$ cat config.mk
export PLATFORM = sky130hd
export DESIGN_NAME = s3c_ctrl
export DESIGN_NICKNAME = d
export VERILOG_FILES = /design/src/s3c_pkg.sv /design/src/s3c_ctrl.sv
export SDC_FILE = /design/constraint.sdc
export NUM_CORES = 1
export LEC_CHECK = 0
export BUFFER_PORTS_ARGS = -buffer_cell sky130_fd_sc_hd__buf_2
export CAP_MARGIN = 20
export CORE_AREA = 3 3 40 42
export CTS_BUF_LIST = sky130_fd_sc_hd__clkbuf_4
export CTS_CLUSTER_DIAMETER = 80
export CTS_CLUSTER_SIZE = 30
export DETAILED_ROUTE_END_ITERATION = 8
export DIE_AREA = 0 0 43 45
export SLEW_MARGIN = 30
export SYNTH_ARGS = -nofsm -noshare
export SYNTH_HDL_FRONTEND = slang
export SYNTH_SLANG_ARGS = --single-unit
$ cat constraint.sdc
create_clock -name clk -period 2.09 [get_ports clk]
set_clock_uncertainty 0.05 [all_clocks]
set_input_delay 0.418 -clock clk [delete_from_list [all_inputs] [get_ports clk]]
set_output_delay 0.418 -clock clk [all_outputs]
set_load 0.02 [all_outputs]
$ cat src/s3c_pkg.sv
`timescale 1ns / 1ps
// ----------------------------------------------------------------------------
// s3c_pkg
// Shared widths, register indexes, reset values and control types of the
// separable 3x3 convolution block.
// ----------------------------------------------------------------------------
package s3c_pkg;

	// default sizes of the frame the line stores are built for
	localparam int DEF_MAX_WIDTH  = 1024;
	localparam int DEF_MAX_HEIGHT = 4096;

	// field widths
	localparam int PIX_W      = 16;
	localparam int COEF_W     = 8;
	localparam int HSUM_W     = 25;
	localparam int PROD_W     = 33;
	localparam int VSUM_W     = 34;
	localparam int OCOL_W     = 10;
	localparam int OROW_W     = 12;
	localparam int CFG_IDX_W  = 3;
	localparam int CFG_DATA_W = 13;
	localparam int IW_W       = 11;
	localparam int IH_W       = 13;

	// register indexes
	localparam logic [CFG_IDX_W-1:0] REG_COEF_H0      = 3'd0;
	localparam logic [CFG_IDX_W-1:0] REG_COEF_H1      = 3'd1;
	localparam logic [CFG_IDX_W-1:0] REG_COEF_H2      = 3'd2;
	localparam logic [CFG_IDX_W-1:0] REG_COEF_V0      = 3'd3;
	localparam logic [CFG_IDX_W-1:0] REG_COEF_V1      = 3'd4;
	localparam logic [CFG_IDX_W-1:0] REG_COEF_V2      = 3'd5;
	localparam logic [CFG_IDX_W-1:0] REG_IMAGE_WIDTH  = 3'd6;
	localparam logic [CFG_IDX_W-1:0] REG_IMAGE_HEIGHT = 3'd7;

	// register reset values
	localparam logic signed [COEF_W-1:0] RST_COEF_H0 = -8'sd1;
	localparam logic signed [COEF_W-1:0] RST_COEF_H1 = 8'sd0;
	localparam logic signed [COEF_W-1:0] RST_COEF_H2 = 8'sd1;
	localparam logic signed [COEF_W-1:0] RST_COEF_V0 = 8'sd1;
	localparam logic signed [COEF_W-1:0] RST_COEF_V1 = 8'sd2;
	localparam logic signed [COEF_W-1:0] RST_COEF_V2 = 8'sd1;
	localparam int RST_IMAGE_WIDTH  = 1024;
	localparam int RST_IMAGE_HEIGHT = 4096;

	// smallest frame size in use
	localparam int MIN_SIZE = 3;

	// controller states
	typedef enum logic [1:0] {
		ST_IDLE,
		ST_MAC,
		ST_FIN,
		ST_WB
	} ctrl_state_t;

	// multiply steps of the shared multiplier
	typedef enum logic [2:0] {
		STEP_H0,
		STEP_H1,
		STEP_H2,
		STEP_V0,
		STEP_V1,
		STEP_V2
	} mac_step_t;

	// commands from controller to datapath
	typedef struct packed {
		logic      load;
		logic      step_en;
		mac_step_t sel;
		logic      acc_clr;
		logic      acc_restart;
		logic      acc_add;
		logic      h_save;
		logic      store_wr;
		logic      out_load;
	} dp_cmd_t;

	// status from datapath to controller
	typedef struct packed {
		logic has_h;
		logic has_out;
		logic out_busy;
	} dp_status_t;

endpackage

$ cat src/s3c_ctrl.sv
`timescale 1ns / 1ps
// ----------------------------------------------------------------------------
// s3c_ctrl
// Sequencer: takes an item and, from column 2 on, runs six multiply steps on
// the shared multiplier, writes the line stores and hands any result to the output.
// ----------------------------------------------------------------------------
module s3c_ctrl import s3c_pkg::*; (
	input  logic       clk,
	input  logic       arst_n,
	input  logic       pix_valid,
	output logic       pix_stall,
	input  dp_status_t status,
	output dp_cmd_t    cmd
);

	ctrl_state_t state_q, state_d;
	mac_step_t   step_q, step_d;
	logic        accept;

	assign pix_stall = (state_q != ST_IDLE);
	assign accept    = pix_valid && !pix_stall;

	// state and step registers
	always_ff @(posedge clk or negedge arst_n) begin
		if (!arst_n) begin
			state_q <= ST_IDLE;
			step_q  <= STEP_H0;
		end else begin
			state_q <= state_d;
			step_q  <= step_d;
		end
	end

	// next state
	always_comb begin
		state_d = state_q;
		step_d  = step_q;
		case (state_q)
			ST_IDLE: begin
				step_d = STEP_H0;
				if (accept && status.has_h) begin
					state_d = ST_MAC;
				end
			end
			ST_MAC: begin
				case (step_q)
					STEP_H0: step_d = STEP_H1;
					STEP_H1: step_d = STEP_H2;
					STEP_H2: step_d = STEP_V0;
					STEP_V0: step_d = STEP_V1;
					STEP_V1: step_d = STEP_V2;
					default: step_d = STEP_H0;
				endcase
				if (step_q == STEP_V2) begin
					state_d = ST_FIN;
				end
			end
			ST_FIN: begin
				state_d = ST_WB;
			end
			ST_WB: begin
				if (!status.has_out || !status.out_busy) begin
					state_d = ST_IDLE;
				end
			end
			default: begin
				state_d = ST_IDLE;
			end
		endcase
	end

	// command outputs
	always_comb begin
		cmd             = '0;
		cmd.sel         = step_q;
		case (state_q)
			ST_IDLE: begin
				cmd.load = accept;
			end
			ST_MAC: begin
				cmd.step_en     = 1'b1;
				cmd.acc_clr     = (step_q == STEP_H0);
				cmd.acc_restart = (step_q == STEP_V1);
				cmd.h_save      = (step_q == STEP_V1);
				cmd.acc_add     = (step_q != STEP_H0) && (step_q != STEP_V1);
			end
			ST_FIN: begin
				cmd.acc_add  = 1'b1;
				cmd.store_wr = 1'b1;
			end
			ST_WB: begin
				cmd.out_load = status.has_out && !status.out_busy;
			end
			default: begin
				cmd = '0;
			end
		endcase
	end

endmodule

* Yosys cells after proc, flatten, opt, wreduce, memory -nomap -nowiden *
Index checks and enable logic that the tools add are counted.

storage, ports and cells
  word-level logic and storage cells = 41
  input bits = 6
  flip-flop bits (word level) = 5
  output and inout bits = 12

cells by class
  equal/unequal tests = 12
  reduce and logical (&&, ||, !) cells = 14
  multiplexer cells = 13

operator list
  kind                  number
  $pmux W3 S5           1
  $mux W2               4
  $pmux W2 S4           1
  $eq A3 B2 Y1 const B  2
  $eq A3 B3 Y1 const B  2
  $ne A2 B2 Y1 const B  3
  $pmux W3 S2           1
  $mux W1               5
  $eq A2 B2 Y1 const B  2
  $logic_and A1 B1 Y1   4
  $reduce_bool A2 Y1    2
  $eq A3 B1 Y1 const B  1
  $logic_not A1 Y1      3
  $logic_not A3 Y1      1
  $ne A3 B3 Y1 const B  1
  $reduce_and A3 Y1     1
  $reduce_bool A3 Y1    1
  $eq A2 B1 Y1 const B  1
  $logic_not A2 Y1      1
  $pmux W1 S2           1
  $logic_or A1 B1 Y1    1

* Depth between registers and ports, before layout *
Gate-level depths: netlist (run 1).

  depth in word-level cells = 6
  gate-level depth with buffers = 5
  mapped depth without buffers = 5

* Least setup slack after synthesis (run 1) *
Ideal clock, no wire load.

  path type = register to output
  start = register state_q[1]
  end = output cmd[4] (netlist bit)
  data required time = 1.622 ns
  path slack = -0.124 ns
  arrival time = 1.746 ns
  stages on the path, launching flop included = 6
  buffers on the path = 1
  cells stage by stage = dfrtp_1 inv_1 ha_1 nand2_1 nor3_1 buf_4

RTL lines
  item                    RTL line        source
  start, declared         s3c_ctrl.sv:16  ctrl_state_t state_q, state_d;
  start signal, assigned  s3c_ctrl.sv:29  state_q <= state_d;
  end, declared           s3c_ctrl.sv:13  output dp_cmd_t cmd

==> results.cfg, run 1 <==
[clocking]
cts_max_path_buffers = 2
cts.htree.levels = 1
clock_sinks = 5
cts-buffers-inserted = 3
clk_root_buffer_cell = sky130_fd_sc_hd__clkbuf_4
worstSkewPairLatency_ns = 0.24
tritoncts = yes
cts.repair_timing.setup_buffer_count = 0
worst_setup_hold_path_clk_slew_ns = 0.04

[pwr]
max-vdd-ir-drop_mv = 0.557
power_density_cells_nw_per_um2 = 1610
seqPwrFrac_pct = 24.1
power_leakage_nw = 0.315
power.switching_fraction_pct = 46.9
share_of_total_power_in_combinational_logic_pct = 61.9
power.share.clock_pct = 14.0
power.net_switching_mw = 0.408
p_int_mw = 0.462

[synth]
per_instance_average_area_after_synthesis_sq_um = 9.83
netlist.area_leader.share_pct = 31.1
yosysTopAreaCell = sky130_fd_sc_hd__dfrtp_1
yosysWarningCount = 0
syn_area_sq_um = 403
synth.distinct_cells = 24
synth-seq-area-share_pct = 31.1
synth.top_cells.by_area = sky130_fd_sc_hd__dfrtp_1 (31%), sky130_fd_sc_hd__ha_1 (12%), sky130_fd_sc_hd__a221oi_4 (6.5%)
mapped_cells = 41
yosys_register_bits = 5
synthesis.nets = 51

[setup_path]
cp-start-kind = flop
regToRegStartpoint = state_q[1]
critical_path_required_ns = 1.62
setup.worst_path.class = flop to primary output
critPathArrivalTime_ns = 1.46
path_max_fanout = 8
rr_worst_depth = 5
regToRegEndpoint = state_q[1]
cp-end-kind = primary output
start_point_of_the_critical_path = state_q[1]
worst-r2r-setup-slack_ns = 0.48

[routing]
drt_first_pass_iters = 2
remaining_routing_drc_violations = 0
route.detailed.vias_per_inst = 4.51
route.final.wire_length_um = 810
drt.antenna.violating_nets = 0
avgRoutedWirePerCell_um = 10.7
vias = 343
first_iter_violations = 9

[floorplanning]
core_ar_sq_um = 1280
die_w_um = 43
top_level_ports = 18
dieArea_sq_um = 1940
core.rowCount = 13
die_h_um = 45
initial_utilization_pct = 31.4

[timing]
rsz0062_at_grt = no
tightestPinTransition_ns = 0.372
setup_viol_count_final = 0
timing_hold_violations_final = 0
post-route-worst-setup-slack_ns = 0.165
max_freq_ghz = 0.519
worst_hold_slack_ns = 0.465
maxSlewHeadroom_pct = 75.2
post-route-period-util_pct = 92.1
timing.setup.tns_ns = 0
final_max_slew_viols = 0
timing.final.crit_period_ns = 1.93

[grt]
grt_use_total_pct = 9.78
maximum_number_of_pins_on_one_net_before_global_route_repair = 11
grt_pass1_wl_um = 1270
first_global_vias = 305
grt_overflow_total = 0
grt_antenna_before_repair = 0

[cells_and_area]
num-fill-cells = 133
final_layout_size_suffix_gt1_share_pct = 42.6
layout.cell_area.non_filler_sq_um = 541
design.final.nets = 72
finalCoreUtilization_pct = 42.1
area_growth_syn_to_layout_pct = 34.2
antenna_cells_inserted = 0

[min_path]
hold_crit_path_type = input pin to async pin

[place]
post_place_setup_slack_ns = 0.412
dpl.hpwl_um = 640
gpl.final_weighted_congestion = 0.749
detailed_place.area_sq_um = 500
numPortBuffers = 17

[status]
outcome = completed

[run]
max_cap_viol_count = 0
per-layer routing:
layer	wire length (um)	part of all wire (%)	vias to the layer above	GRT usage [%]
li1	-	-	183	-
met1	377	47	145	11.5
met2	370	46	13	13.8
met3	45	5.6	2	2.39
met4	16	2.0	0	10.8
met5	0	0	-	0
placed cells by master (no fill, tap or decap), types with 2 or more instances in the layout:
master,Yosys,final
sky130_fd_sc_hd__buf_2,1,17
sky130_fd_sc_hd__clkbuf_4,0,4
sky130_fd_sc_hd__dfrtp_1,5,5
sky130_fd_sc_hd__ha_1,4,4
sky130_fd_sc_hd__inv_1,3,3
sky130_fd_sc_hd__nand2_1,4,4
sky130_fd_sc_hd__nor2_1,3,3
sky130_fd_sc_hd__o21a_1,2,2
sky130_fd_sc_hd__o21ai_0,2,2
power groups by stage:
| stage | sequential (mW) | clock, mW | combinational, mW |
|---|---|---|---|
| after floorplan | 0.195 | 0 | 0.427 |
| after global placement | 0.210 | 0 | 0.539 |
| after detailed placement | 0.211 | 0 | 0.549 |
| after CTS | 0.210 | 0.128 | 0.551 |
| after global routing | 0.221 | 0.136 | 0.600 |
| final | 0.210 | 0.122 | 0.539 |
synth_stat cells:
library cell and count:
sky130_fd_sc_hd__inv_1 3, sky130_fd_sc_hd__and2_1 1, sky130_fd_sc_hd__buf_6 1, sky130_fd_sc_hd__nor3_1 1, sky130_fd_sc_hd__o22ai_1 1, sky130_fd_sc_hd__mux2i_1 1
sky130_fd_sc_hd__nor2_1 3, sky130_fd_sc_hd__nand2b_1 1, sky130_fd_sc_hd__a21oi_1 1, sky130_fd_sc_hd__nor2b_1 1, sky130_fd_sc_hd__dfrtp_1 5, sky130_fd_sc_hd__buf_4 1
sky130_fd_sc_hd__a221oi_4 1, sky130_fd_sc_hd__a32o_1 1, sky130_fd_sc_hd__mux2_1 1, sky130_fd_sc_hd__o21ai_0 2, sky130_fd_sc_hd__and3_1 1, sky130_fd_sc_hd__nand2_1 4
sky130_fd_sc_hd__a21o_1 1, sky130_fd_sc_hd__buf_2 1, sky130_fd_sc_hd__o21a_1 2, sky130_fd_sc_hd__nor3b_1 2, sky130_fd_sc_hd__ha_1 4, sky130_fd_sc_hd__nand3b_4 1
per-stage QoR:
step	power, mW	instances
2_1_floorplan	0.622	41
3_3_place_gp	0.750	71
3_5_place_dp	0.760	71
4_1_cts	0.889	76
5_1_grt	0.957	76
6_report	0.870	76
state kept, by name, summed over array words and instances, names as in the netlist:
| register | cells |
|---|---|
| state_q | 2 |
| step_q | 3 |
cell type report:
cell class,instances,area (sq um),share of cell area (%)
well taps,15,18.8,3.47
multi-input cells,30,253,46.8
repair buffers,19,103,19.0
flip-flops and latches,5,125,23.1
clock buffers,4,30.0,5.56
inverters,3,11.3,2.08
cell families after synthesis:
logic type	share of synthesized area (%)
multiplexers	5.28
buffers and inverters	8.69
flip-flops	31.1
adder cells (fa/ha/maj)	12.4
AND/OR/NAND/NOR	22.7
AO/OA/AOI/OAI	19.9
worst max path at each step:
stage,end,cells past startpoint
4_1_cts,cmd[3],6
3_5_place_dp,cmd[3],6
2_1_floorplan,cmd[4],5
5_1_grt,cmd[5],5
6_report,cmd[3],6
3_3_place_gp,cmd[5],5
what timing repair did:
action,4_1_cts,5_1_grt
endpoints found under the hold margin,5,0
setup endpoints to repair,0,0
gates resized for setup,0,0
hold buffers,1,0
worst max-delay path, cell delays in order, from the launching register on:
cell and delay (ns):
sky130_fd_sc_hd__dfrtp_1 0.37, sky130_fd_sc_hd__inv_1 0.08, sky130_fd_sc_hd__ha_1 0.18, sky130_fd_sc_hd__buf_4 0.16, sky130_fd_sc_hd__o21a_1 0.11, sky130_fd_sc_hd__o21a_1 0.16, sky130_fd_sc_hd__buf_2 0.15
(Power assumes the default switching activity.)
==> inputs of run 2 (changes only) <==
- CTS_CLUSTER_SIZE: 30 -> 12
- clock period: 2.09 -> 2.35 ns (I/O delays scaled with it)
==> results.cfg, run 2 (synthesis results as in run 1) <==
[status]
outcome = completed

[pwr]
power_leakage_nw = 0.303
max-vdd-ir-drop_mv = 0.586
power_density_cells_nw_per_um2 = 1440

[grt]
maximum_number_of_pins_on_one_net_before_global_route_repair = 11
first_global_vias = 291
grt_use_total_pct = 8.29
grt_pass1_wl_um = 1230
grt_overflow_total = 0
grt_antenna_before_repair = 0

[floorplanning]
core_ar_sq_um = 1280
die_h_um = 45
top_level_ports = 18
dieArea_sq_um = 1940
core.rowCount = 13
initial_utilization_pct = 31.4
die_w_um = 43

[clocking]
clk_root_buffer_cell = sky130_fd_sc_hd__clkbuf_4
worstSkewPairLatency_ns = 0.23
cts_max_path_buffers = 2
cts-buffers-inserted = 3
cts.repair_timing.setup_buffer_count = 0
tritoncts = yes
cts.htree.levels = 1
clock_sinks = 5
worst_setup_hold_path_clk_slew_ns = 0.04

[routing]
first_iter_violations = 3
avgRoutedWirePerCell_um = 10.1
route.final.wire_length_um = 757
remaining_routing_drc_violations = 0
route.detailed.vias_per_inst = 4.43
vias = 332
drt.antenna.violating_nets = 0
drt_first_pass_iters = 2

[cells_and_area]
finalCoreUtilization_pct = 40.9
largestRegisters = step_q x3, state_q x2
largest_register_ffs = 3
final_layout_size_suffix_gt1_share_pct = 40.0
area_growth_syn_to_layout_pct = 30.4
design.final.nets = 71
num-fill-cells = 143
top_register = step_q
layout.cell_area.non_filler_sq_um = 526
ff_latch_area_sq_um = 125
total_area_of_multi_input_combinational_cells_sq_um = 245
mostFrequentLayoutCell = sky130_fd_sc_hd__buf_2
most-common-layout-cells = sky130_fd_sc_hd__buf_2 (17), sky130_fd_sc_hd__dfrtp_1 (5), sky130_fd_sc_hd__nand2_1 (4), sky130_fd_sc_hd__clkbuf_4 (4)
antenna_cells_inserted = 0

[place]
detailed_place.area_sq_um = 483
gpl.final_weighted_congestion = 0.619
numPortBuffers = 17
post_place_setup_slack_ns = 0.375
dpl.hpwl_um = 626

[timing]
timing_hold_violations_final = 0
post-route-worst-setup-slack_ns = 0.200
timing.setup.tns_ns = 0
maxSlewHeadroom_pct = 78.9
post-route-period-util_pct = 91.5
final_max_slew_viols = 0
timing.final.crit_period_ns = 2.15
rsz0062_at_grt = no
tightestPinTransition_ns = 0.317
setup_viol_count_final = 0
worst_hold_slack_ns = 0.510
max_freq_ghz = 0.465

[setup_path]
timing.critical_path.slowest_stage_cell = sky130_fd_sc_hd__dfrtp_1
cp-end-kind = primary output
cpPeakStageDelay_ns = 0.40
critical_path_buf_inv_count = 2
cpLargestDelayFamily = simple AND/OR/NAND/NOR gates
critPathArrivalTime_ns = 1.63
cp-start-kind = flop
path_max_fanout = 9
critical_path.cell_chain = inv_1 > ha_2 > nor2b_1 > nor3b_1 > buf_2
critical_path_required_ns = 1.83
setup.worst_path.class = flop to primary output

[run]
max_cap_viol_count = 0

[min_path]
hold_crit_path_type = flop to flop
[run 2: cell count changes in the layout (fill, tap and decap cells not counted), sizes merged]
cell,previous run,this run
buf,18,17
[run 2: per-layer routing]
layer / vias to the layer above / track usage (%) / part of all wire (%)
met5: - / 0 / 0
met4: 0 / 5.42 / 0
met3: 0 / 1.20 / 9.2
met2: 12 / 11.7 / 42
met1: 142 / 11.8 / 49
li1: 178 / - / -
[run 2: metrics by stage]
step / cells / total power, mW
6_report: 75 / 0.756
5_1_grt: 75 / 0.824
3_3_place_gp: 70 / 0.647
3_5_place_dp: 70 / 0.659
4_1_cts: 75 / 0.769
2_1_floorplan: 41 / 0.546
[run 2: final timing paths]
| kind | startpoint | end | slack, ns | cells after the start |
|---|---|---|---|---|
| max in group asynchronous | arst_n | state_q[1] | 1.60 | 2 |
| worst max register to register | state_q[0] | state_q[1] | 0.74 | 4 |
| worst min-delay path | state_q[1] | state_q[1] | 0.51 | 1 |
| worst min register to register | state_q[1] | state_q[1] | 0.51 | 1 |
| worst max-delay path | state_q[1] | cmd[5] | 0.20 | 5 |
| min in group asynchronous | arst_n | step_q[1] | 0.52 | 2 |
[run 2: timing repair]
item,4_1_cts,5_1_grt
setup endpoints to repair,0,1
resized for setup,0,1
endpoints found under the hold margin,5,0
hold buffers,1,0
[run 2: layout make-up]
type | instances | area share, %
well taps | 15 | 3.57
inverters | 3 | 2.14
flip-flops and latches | 5 | 23.8
multi-input cells | 30 | 46.7
clock buffers | 4 | 5.71
repair buffers | 18 | 18.1
[run 2: power breakdown]
part | internal [mW] | leakage, nW | total, mW | switching (mW)
logic | 0.205 | 0.221 | 0.469 | 0.264
clock network | 0.0753 | 0.0184 | 0.105 | 0.0292
registers | 0.124 | 0.0633 | 0.183 | 0.0591
[run 2: worst register-to-register path, stage by stage, from the launching register on]
cell                       delay, ns
sky130_fd_sc_hd__dfrtp_1        0.37
sky130_fd_sc_hd__inv_1          0.09
sky130_fd_sc_hd__ha_1           0.29
sky130_fd_sc_hd__a221oi_4       0.33
sky130_fd_sc_hd__mux2_1         0.36
